$ cat config.mk
export PLATFORM = sky130hd
export DESIGN_NAME = hsv_to_rgb565_fade
export DESIGN_NICKNAME = d
export VERILOG_FILES = /design/src/rtl/hsvf_pkg.sv /design/src/rtl/hsvf_front.sv /design/src/rtl/hsvf_scale.sv /design/src/rtl/hsvf_fade.sv /design/src/rtl/hsv_to_rgb565_fade.sv
export VERILOG_INCLUDE_DIRS = /design/src /design/src/rtl
export SDC_FILE = /design/constraint.sdc
export NUM_CORES = 2
export LEC_CHECK = 0
export ABC_AREA = 0
export BUFFER_PORTS_ARGS = -buffer_cell sky130_fd_sc_hd__buf_2
export CAP_MARGIN = 40
export CORE_MARGIN = 5
export CORE_UTILIZATION = 49
export CTS_BUF_LIST = sky130_fd_sc_hd__clkbuf_4
export DETAILED_ROUTE_END_ITERATION = 10
export PLACE_DENSITY = 0.63
export SLEW_MARGIN = 30
export SYNTH_ARGS = -nofsm -noshare
export SYNTH_HDL_FRONTEND = slang
export SYNTH_HIERARCHICAL = 1
export SYNTH_SLANG_ARGS = --single-unit
$ cat constraint.sdc
create_clock -name clk_i -period 19.3 [get_ports clk_i]
set_input_delay 4.825 -clock clk_i [delete_from_list [all_inputs] [get_ports clk_i]]
set_output_delay 4.825 -clock clk_i [all_outputs]
set_load 0.005 [all_outputs]
$ cat src/rtl/assert_macros.svh
// Assertion macros shared by the RTL files that carry checks.
// Depends on nothing; include by bare file name.
`ifndef ASSERT_MACROS_SVH
`define ASSERT_MACROS_SVH

// Same-cycle implication, disabled while reset is asserted.
`define ASSERT_IMPLIES(label, clk, rst_n, ante, cons) \
  label: assert property (@(posedge clk) disable iff (!rst_n) (ante) |-> (cons)) \
    else $error("assertion failed: same-cycle implication");

// Next-cycle implication, disabled while reset is asserted.
`define ASSERT_NEXT(label, clk, rst_n, ante, cons) \
  label: assert property (@(posedge clk) disable iff (!rst_n) (ante) |=> (cons)) \
    else $error("assertion failed: next-cycle implication");

`endif

$ cat src/rtl/hsvf_pkg.sv
// Package for the HSV to RGB565 fade pipeline: field widths, color constants,
// hue sector and channel selection types, and small helper functions. No dependencies.
`timescale 1ns / 1ps
`default_nettype none

package hsvf_pkg;

  localparam int unsigned HUE_W      = 15;
  localparam int unsigned IN_W       = 9;
  localparam int unsigned PIX_W      = 16;
  localparam int unsigned DIST_W     = 12;
  localparam int unsigned CH_W       = 6;
  localparam int unsigned R_W        = 5;
  localparam int unsigned B_W        = 5;
  localparam int unsigned QT_W       = 10;
  localparam int unsigned QM_W       = 15;
  localparam int unsigned NUM_CH     = 3;
  localparam int unsigned PIPE_DEPTH = 9;

  localparam int unsigned HUE_SECTOR = 3840;
  localparam int unsigned HUE_FULL   = 23040;
  localparam int unsigned SECTOR_POW = 8;
  localparam int unsigned SECTOR_ODD = 15;
  localparam int unsigned RECIP_MUL  = 17;
  localparam int unsigned RECIP_SHIFT = 8;

  localparam int unsigned R_MAX = 31;
  localparam int unsigned G_MAX = 63;
  localparam int unsigned B_MAX = 31;

  localparam logic [1:0] CH_R = 2'd0;
  localparam logic [1:0] CH_G = 2'd1;
  localparam logic [1:0] CH_B = 2'd2;

  typedef enum logic [2:0] {
    SEC_RED_YEL,
    SEC_YEL_GRN,
    SEC_GRN_CYN,
    SEC_CYN_BLU,
    SEC_BLU_MAG,
    SEC_MAG_RED
  } sector_e;

  typedef enum logic [1:0] {
    PICK_C,
    PICK_X,
    PICK_Z
  } pick_e;

  typedef struct packed {
    logic s0;
    logic s1;
    logic s2;
  } stg_en_t;

  function automatic pick_e pick(sector_e sec, logic [1:0] ch);
    pick_e p;
    case (sec)
      SEC_RED_YEL: p = (ch == CH_R) ? PICK_C : ((ch == CH_G) ? PICK_X : PICK_Z);
      SEC_YEL_GRN: p = (ch == CH_R) ? PICK_X : ((ch == CH_G) ? PICK_C : PICK_Z);
      SEC_GRN_CYN: p = (ch == CH_R) ? PICK_Z : ((ch == CH_G) ? PICK_C : PICK_X);
      SEC_CYN_BLU: p = (ch == CH_R) ? PICK_Z : ((ch == CH_G) ? PICK_X : PICK_C);
      SEC_BLU_MAG: p = (ch == CH_R) ? PICK_X : ((ch == CH_G) ? PICK_Z : PICK_C);
      default:     p = (ch == CH_R) ? PICK_C : ((ch == CH_G) ? PICK_Z : PICK_X);
    endcase
    return p;
  endfunction

  function automatic logic [CH_W-1:0] ch_max(logic [1:0] ch);
    logic [CH_W-1:0] m;
    case (ch)
      CH_R:    m = CH_W'(R_MAX);
      CH_G:    m = CH_W'(G_MAX);
      default: m = CH_W'(B_MAX);
    endcase
    return m;
  endfunction

  function automatic logic [PIX_W-1:0] pack565(logic [CH_W-1:0] r, logic [CH_W-1:0] g,
                                               logic [CH_W-1:0] b);
    return {r[R_W-1:0], g, b[B_W-1:0]};
  endfunction

endpackage

`default_nettype wire

$ cat src/rtl/hsvf_front.sv
// Front stages: hue wrap and input clamp, sector and hue distance with v*s,
// then the chroma products. Depends on hsvf_pkg.
`timescale 1ns / 1ps
`default_nettype none

module hsvf_front import hsvf_pkg::*; #(
  parameter int unsigned SCALE_BITS = 8
) (
  input  wire                                clk_i,
  input  stg_en_t                            en_i,
  input  wire  [HUE_W-1:0]                   hue_i,
  input  wire  [IN_W-1:0]                    saturation_i,
  input  wire  [IN_W-1:0]                    brightness_i,
  input  wire  [IN_W-1:0]                    fade_factor_i,
  output sector_e                            sector_o,
  output logic [2*IN_W+DIST_W-1:0]           px_o,
  output logic [2*IN_W+DIST_W-1:0]           pz_o,
  output logic [IN_W+SCALE_BITS+DIST_W-1:0]  vone_o,
  output logic [IN_W-1:0]                    factor_o
);

  localparam int unsigned ONE    = 1 << SCALE_BITS;
  localparam int unsigned VS_W   = 2 * IN_W;
  localparam int unsigned PROD_W = 2 * IN_W + DIST_W;
  localparam int unsigned VW     = IN_W + SCALE_BITS + DIST_W;

  logic [HUE_W-1:0]  hue_d, hue_q;
  logic [IN_W-1:0]   s_d, s_q, v_d, v_q, f1_q;
  sector_e           sector_d, sector_q, sector3_q;
  logic [HUE_W-1:0]  center;
  logic [DIST_W-1:0] dist_d, dist_q;
  logic [VS_W-1:0]   vs_d, vs_q;
  logic [IN_W-1:0]   v2_q, f2_q, f3_q;
  logic [PROD_W-1:0] px_d, px_q, pz_d, pz_q;
  logic [VW-1:0]     vone_d, vone_q;

  always_comb begin
    hue_d = (hue_i >= HUE_W'(HUE_FULL)) ? (hue_i - HUE_W'(HUE_FULL)) : hue_i;
    s_d   = (32'(saturation_i) > ONE) ? IN_W'(ONE) : saturation_i;
    v_d   = (32'(brightness_i) > ONE) ? IN_W'(ONE) : brightness_i;
  end

  always_ff @(posedge clk_i) begin
    if (en_i.s0) begin
      hue_q <= hue_d;
      s_q   <= s_d;
      v_q   <= v_d;
      f1_q  <= fade_factor_i;
    end
  end

  always_comb begin
    if (hue_q < HUE_W'(HUE_SECTOR)) begin
      sector_d = SEC_RED_YEL;
    end else if (hue_q < HUE_W'(2 * HUE_SECTOR)) begin
      sector_d = SEC_YEL_GRN;
    end else if (hue_q < HUE_W'(3 * HUE_SECTOR)) begin
      sector_d = SEC_GRN_CYN;
    end else if (hue_q < HUE_W'(4 * HUE_SECTOR)) begin
      sector_d = SEC_CYN_BLU;
    end else if (hue_q < HUE_W'(5 * HUE_SECTOR)) begin
      sector_d = SEC_BLU_MAG;
    end else begin
      sector_d = SEC_MAG_RED;
    end
    if (hue_q < HUE_W'(2 * HUE_SECTOR)) begin
      center = HUE_W'(HUE_SECTOR);
    end else if (hue_q < HUE_W'(4 * HUE_SECTOR)) begin
      center = HUE_W'(3 * HUE_SECTOR);
    end else begin
      center = HUE_W'(5 * HUE_SECTOR);
    end
    dist_d = (hue_q >= center) ? DIST_W'(hue_q - center) : DIST_W'(center - hue_q);
    vs_d   = VS_W'(v_q) * VS_W'(s_q);
  end

  always_ff @(posedge clk_i) begin
    if (en_i.s1) begin
      sector_q <= sector_d;
      dist_q   <= dist_d;
      vs_q     <= vs_d;
      v2_q     <= v_q;
      f2_q     <= f1_q;
    end
  end

  always_comb begin
    px_d   = PROD_W'(vs_q) * PROD_W'(dist_q);
    pz_d   = PROD_W'(vs_q) * PROD_W'(HUE_SECTOR);
    vone_d = (VW'(v2_q) << SCALE_BITS) * VW'(HUE_SECTOR);
  end

  always_ff @(posedge clk_i) begin
    if (en_i.s2) begin
      px_q      <= px_d;
      pz_q      <= pz_d;
      vone_q    <= vone_d;
      sector3_q <= sector_q;
      f3_q      <= f2_q;
    end
  end

  assign sector_o = sector3_q;
  assign px_o     = px_q;
  assign pz_o     = pz_q;
  assign vone_o   = vone_q;
  assign factor_o = f3_q;

endmodule

`default_nettype wire

$ cat src/rtl/hsvf_scale.sv
// Channel stages: per-channel numerator, scale by the channel maximum with the
// power-of-two part of the divisor, then the exact divide by fifteen. Depends on hsvf_pkg.
`timescale 1ns / 1ps
`default_nettype none

module hsvf_scale import hsvf_pkg::*; #(
  parameter int unsigned SCALE_BITS = 8
) (
  input  wire                                clk_i,
  input  stg_en_t                            en_i,
  input  sector_e                            sector_i,
  input  wire  [2*IN_W+DIST_W-1:0]           px_i,
  input  wire  [2*IN_W+DIST_W-1:0]           pz_i,
  input  wire  [IN_W+SCALE_BITS+DIST_W-1:0]  vone_i,
  input  wire  [IN_W-1:0]                    factor_i,
  output logic [CH_W-1:0]                    chan_o [NUM_CH],
  output logic [IN_W-1:0]                    factor_o
);

  localparam int unsigned PROD_W = 2 * IN_W + DIST_W;
  localparam int unsigned VW     = IN_W + SCALE_BITS + DIST_W;
  localparam int unsigned PW     = VW + CH_W;
  localparam int unsigned QSHIFT = 2 * SCALE_BITS + SECTOR_POW;

  logic [PROD_W-1:0] psel [NUM_CH];
  logic [VW-1:0]     w_d [NUM_CH];
  logic [VW-1:0]     w_q [NUM_CH];
  logic [QT_W-1:0]   t_d [NUM_CH];
  logic [QT_W-1:0]   t_q [NUM_CH];
  logic [QM_W-1:0]   q0 [NUM_CH];
  logic [QM_W-1:0]   rem [NUM_CH];
  logic [CH_W-1:0]   chan_d [NUM_CH];
  logic [CH_W-1:0]   chan_q [NUM_CH];
  logic [IN_W-1:0]   f4_q, f5_q, f6_q;

  always_comb begin
    for (int c = 0; c < NUM_CH; c++) begin
      case (pick(sector_i, 2'(c)))
        PICK_C:  psel[c] = '0;
        PICK_X:  psel[c] = px_i;
        default: psel[c] = pz_i;
      endcase
      w_d[c] = vone_i - VW'(psel[c]);
    end
  end

  always_ff @(posedge clk_i) begin
    if (en_i.s0) begin
      w_q  <= w_d;
      f4_q <= factor_i;
    end
  end

  always_comb begin
    for (int c = 0; c < NUM_CH; c++) begin
      t_d[c] = QT_W'((PW'(w_q[c]) * PW'(ch_max(2'(c)))) >> QSHIFT);
    end
  end

  always_ff @(posedge clk_i) begin
    if (en_i.s1) begin
      t_q  <= t_d;
      f5_q <= f4_q;
    end
  end

  // The reciprocal estimate is at most one below the true quotient.
  always_comb begin
    for (int c = 0; c < NUM_CH; c++) begin
      q0[c]  = (QM_W'(t_q[c]) * QM_W'(RECIP_MUL)) >> RECIP_SHIFT;
      rem[c] = QM_W'(t_q[c]) - q0[c] * QM_W'(SECTOR_ODD);
      chan_d[c] = (rem[c] >= QM_W'(SECTOR_ODD)) ? CH_W'(q0[c] + QM_W'(1)) : CH_W'(q0[c]);
    end
  end

  always_ff @(posedge clk_i) begin
    if (en_i.s2) begin
      chan_q <= chan_d;
      f6_q   <= f5_q;
    end
  end

  assign chan_o   = chan_q;
  assign factor_o = f6_q;

endmodule

`default_nettype wire

$ cat src/rtl/hsvf_fade.sv
// Fade stages: channel times factor, shift by the fixed-point scale, then
// saturate and pack both RGB565 words. Depends on hsvf_pkg.
`timescale 1ns / 1ps
`default_nettype none

module hsvf_fade import hsvf_pkg::*; #(
  parameter int unsigned SCALE_BITS = 8
) (
  input  wire               clk_i,
  input  stg_en_t           en_i,
  input  wire  [CH_W-1:0]   chan_i [NUM_CH],
  input  wire  [IN_W-1:0]   factor_i,
  output logic [PIX_W-1:0]  pixel_color_o,
  output logic [PIX_W-1:0]  base_color_o
);

  localparam int unsigned FP_W = CH_W + IN_W;

  logic [FP_W-1:0]  prod_d [NUM_CH];
  logic [FP_W-1:0]  prod_q [NUM_CH];
  logic [CH_W-1:0]  chan7_q [NUM_CH];
  logic [FP_W-1:0]  sh_d [NUM_CH];
  logic [FP_W-1:0]  sh_q [NUM_CH];
  logic [CH_W-1:0]  chan8_q [NUM_CH];
  logic [CH_W-1:0]  fch [NUM_CH];
  logic [PIX_W-1:0] pixel_d, pixel_q, base_d, base_q;

  always_comb begin
    for (int c = 0; c < NUM_CH; c++) begin
      prod_d[c] = FP_W'(chan_i[c]) * FP_W'(factor_i);
    end
  end

  always_ff @(posedge clk_i) begin
    if (en_i.s0) begin
      prod_q  <= prod_d;
      chan7_q <= chan_i;
    end
  end

  always_comb begin
    for (int c = 0; c < NUM_CH; c++) begin
      sh_d[c] = prod_q[c] >> SCALE_BITS;
    end
  end

  always_ff @(posedge clk_i) begin
    if (en_i.s1) begin
      sh_q    <= sh_d;
      chan8_q <= chan7_q;
    end
  end

  always_comb begin
    for (int c = 0; c < NUM_CH; c++) begin
      fch[c] = (sh_q[c] > FP_W'(ch_max(2'(c)))) ? ch_max(2'(c)) : sh_q[c][CH_W-1:0];
    end
    pixel_d = pack565(fch[CH_R], fch[CH_G], fch[CH_B]);
    base_d  = pack565(chan8_q[CH_R], chan8_q[CH_G], chan8_q[CH_B]);
  end

  always_ff @(posedge clk_i) begin
    if (en_i.s2) begin
      pixel_q <= pixel_d;
      base_q  <= base_d;
    end
  end

  assign pixel_color_o = pixel_q;
  assign base_color_o  = base_q;

endmodule

`default_nettype wire

$ cat src/rtl/hsv_to_rgb565_fade.sv
// HSV to RGB565 converter with per-channel fade, nine register stages deep.
// Throughput: one beat per cycle while the output is ready; each stage
// advances when it is empty or its successor advances, so bubbles close up
// under output back-pressure.
// Reset clears only the stage valid bits; payload registers are not reset.
`timescale 1ns / 1ps
`default_nettype none
`include "assert_macros.svh"

module hsv_to_rgb565_fade import hsvf_pkg::*; #(
  parameter int unsigned SCALE_BITS = 8
) (
  input  wire               clk_i,
  input  wire               rst_ni,
  input  wire               in_valid_i,
  output logic              in_ready_o,
  input  wire  [HUE_W-1:0]  hue_i,
  input  wire  [IN_W-1:0]   saturation_i,
  input  wire  [IN_W-1:0]   brightness_i,
  input  wire  [IN_W-1:0]   fade_factor_i,
  output logic              out_valid_o,
  input  wire               out_ready_i,
  output logic [PIX_W-1:0]  pixel_color_o,
  output logic [PIX_W-1:0]  base_color_o
);

  localparam int unsigned PROD_W = 2 * IN_W + DIST_W;
  localparam int unsigned VW     = IN_W + SCALE_BITS + DIST_W;

  logic [PIPE_DEPTH-1:0] en;
  logic [PIPE_DEPTH-1:0] vld_d, vld_q;
  stg_en_t               en_front, en_scale, en_fade;

  sector_e               sector;
  logic [PROD_W-1:0]     px, pz;
  logic [VW-1:0]         vone;
  logic [IN_W-1:0]       factor_a, factor_b;
  logic [CH_W-1:0]       chan [NUM_CH];

  always_comb begin
    en[PIPE_DEPTH-1] = ~vld_q[PIPE_DEPTH-1] | out_ready_i;
    for (int k = PIPE_DEPTH - 2; k >= 0; k--) begin
      en[k] = ~vld_q[k] | en[k+1];
    end
    vld_d[0] = en[0] ? in_valid_i : vld_q[0];
    for (int k = 1; k < PIPE_DEPTH; k++) begin
      vld_d[k] = en[k] ? vld_q[k-1] : vld_q[k];
    end
  end

  always_ff @(posedge clk_i or negedge rst_ni) begin
    if (!rst_ni) begin
      vld_q <= '0;
    end else begin
      vld_q <= vld_d;
    end
  end

  assign en_front = '{s0: en[0], s1: en[1], s2: en[2]};
  assign en_scale = '{s0: en[3], s1: en[4], s2: en[5]};
  assign en_fade  = '{s0: en[6], s1: en[7], s2: en[8]};

  hsvf_front #(
    .SCALE_BITS (SCALE_BITS)
  ) u_front (
    .clk_i         (clk_i),
    .en_i          (en_front),
    .hue_i         (hue_i),
    .saturation_i  (saturation_i),
    .brightness_i  (brightness_i),
    .fade_factor_i (fade_factor_i),
    .sector_o      (sector),
    .px_o          (px),
    .pz_o          (pz),
    .vone_o        (vone),
    .factor_o      (factor_a)
  );

  hsvf_scale #(
    .SCALE_BITS (SCALE_BITS)
  ) u_scale (
    .clk_i    (clk_i),
    .en_i     (en_scale),
    .sector_i (sector),
    .px_i     (px),
    .pz_i     (pz),
    .vone_i   (vone),
    .factor_i (factor_a),
    .chan_o   (chan),
    .factor_o (factor_b)
  );

  hsvf_fade #(
    .SCALE_BITS (SCALE_BITS)
  ) u_fade (
    .clk_i         (clk_i),
    .en_i          (en_fade),
    .chan_i        (chan),
    .factor_i      (factor_b),
    .pixel_color_o (pixel_color_o),
    .base_color_o  (base_color_o)
  );

  assign in_ready_o  = en[0];
  assign out_valid_o = vld_q[PIPE_DEPTH-1];

  `ASSERT_IMPLIES(a_full_when_blocked, clk_i, rst_ni, !in_ready_o, (&vld_q) && !out_ready_i)
  `ASSERT_NEXT(a_accept_enters, clk_i, rst_ni, in_valid_i && in_ready_o, vld_q[0])
  `ASSERT_IMPLIES(a_black_stays_black, clk_i, rst_ni, out_valid_o && ~|base_color_o, ~|pixel_color_o)

endmodule

`default_nettype wire

==> metrics.yaml <==
status: "finished clean"
rr_startpoint: "u_scale/t_q[2]"
post_cts_buffers: 0
numCtsBuffers: 118
die_x_um: 326
hold_class: "flip-flop to flip-flop"
grt_max_degree: 60
routed_via_density: 5.32
wire_per_inst_um: 15.8
hold_viol_final: 0
gp_congestion: 0.863
fin_crit_ns: 11.18
critical_path.startpoint: "out_ready_i"
critPathArrivalTime_ns: 6.35
fillerInstances: 8839
h-tree-depth: 3
rsz0062_at_grt: "no"
maxSlewViolCount: 0
drv_cap: 0
die-area_mm2: 0.107
gr-total-overflow: 0
drc: 0
drt_wl_total_um: 96200
antenna_found_initial: 2
core.rowCount: 116
worstSetupStartpointType: "input port"
core_area_mm2: 0.0997
syn_inst: 4588
hpwl_um: 78000
fin_setup_tns_ns: 0
synth.avg_cell_area_um2: 10.7
synthesis.area_mm2: 0.0491
cts.clk_slew.worst_paths_ns: 0.07
gr-usage-all-layers: 0.185
post_route_cells_drive_above_1_share: 0.0740
cts-root-buf: "clkbuf_4"
critical_path_class: "input port to output port"
initial_utilization: 0.492
nets: 5902
cts_buffer_depth: 3
setup_viol: 0
relSlewSlack: 0.447
drt_iter0_markers: 1511
crit_path_max_fanout: 43
critPathRequiredTime_ns: 14.48
area_growth_pct: 6.78
num_vias: 32419
grt_pass1_wl_um: 164000
insertion_delay_ns: 0.98
drtPass1Iterations: 5
die_height_um: 326
cts_num_sinks: 445
postRouteAntennaNets: 0
num_io_pins: 80
fin_worst_skew_ns: 0.0697
port_buffers: 79
grt_pass1_vias: 33947
yosysWarnings: 6
end_kind: "output port"
worstMarginPinSlew_ns: 0.823
postCtsResizedCells: 0
cts_tree: "done"
fmax_mhz: 89.5
fin_crit_sh: 0.579
worstHoldStart: "u_front/factor_o[2]"
hold_buffers: 0
-- routing by layer --
metal / vias to the layer above / global-route usage / part of all wire
li1: 15794 / - / -
met1: 15994 / 0.242 / 0.45
met2: 473 / 0.324 / 0.50
met3: 158 / 0.0231 / 0.029
met4: 0 / 0.0533 / 0.026
met5: - / 0 / 0
-- metrics by stage --
stage / instances / util / instance area (um2) / hold slack, ns / setup slack, ns
finish: 6089 / 0.525 / 52400 / 0.377 / 8.12
global route: 6089 / 0.525 / 52400 / 0.399 / 8.03
CTS: 6080 / 0.525 / 52300 / 0.372 / 8.12
detailed placement: 5881 / 0.510 / 50800 / 0.405 / 8.13
global placement: 5877 / 0.509 / 50700 / 0.401 / 8.18
floorplan: 4611 / - / 49100 / 0.400 / 7.96
-- registers in the layout, indices dropped and copies added (netlist names), 12 cells and up --
name and cells:
u_scale/w_q 87, u_scale/t_q 30, u_front/px_o 29, u_fade/prod_q 21
u_fade/sh_q 21, u_front/pz_o 21, u_front/vs_q 18, u_scale/chan_o 18
u_fade/base_color_o 16, u_fade/base_d 16, u_fade/chan7_q 16, u_fade/pixel_color_o 16
u_front/hue_q 15, u_front/vone_o 13, u_front/dist_q 12
-- critical path, stage by stage --
cell and delay (ns):
buf_2 0.11, and4b_1 0.63, nand4_1 0.20, buf_4 0.33
buf_2 0.21
-- area by class of cell --
type	instances	area [um2]	area share
Tap cell	1298	1620	0.0310
Multi-Input combinational cell	3319	32600	0.622
Inverter	711	2670	0.0509
Clock inverter	35	287	0.00547
Clock buffer	164	1230	0.0235
Timing Repair Buffer	113	684	0.0131
Sequential cell	445	13300	0.254
Antenna cell	4	10.0	0.000191
-- cells in the final DEF, fill, tap and decap left out, types with 79 or more instances in the layout --
cell type and n:
inv_1 711, fa_1 631, ha_1 517, edfxtp_1 436, nand2_1 331, and2_1 238
a21oi_1 182, nor2_1 181, clkbuf_4 164, xnor2_1 161, o21ai_0 105, a21o_1 92
a22oi_1 88, buf_2 79
-- final timing paths --
check	slack (ns)	to	cells after the start
max in group asynchronous	15.36	vld_q[1]	1
max	8.12	in_ready_o	5
min in group asynchronous	3.70	vld_q[8]	1
min reg2reg	0.38	u_scale/f4_q[2]	0
min	0.38	u_scale/f4_q[2]	0
max reg2reg	12.20	u_scale/chan_o[1]	23
Power is left out: the tool's default activity adds up to more than one toggle a clock period on the data nets, which glitch-free logic cannot reach.
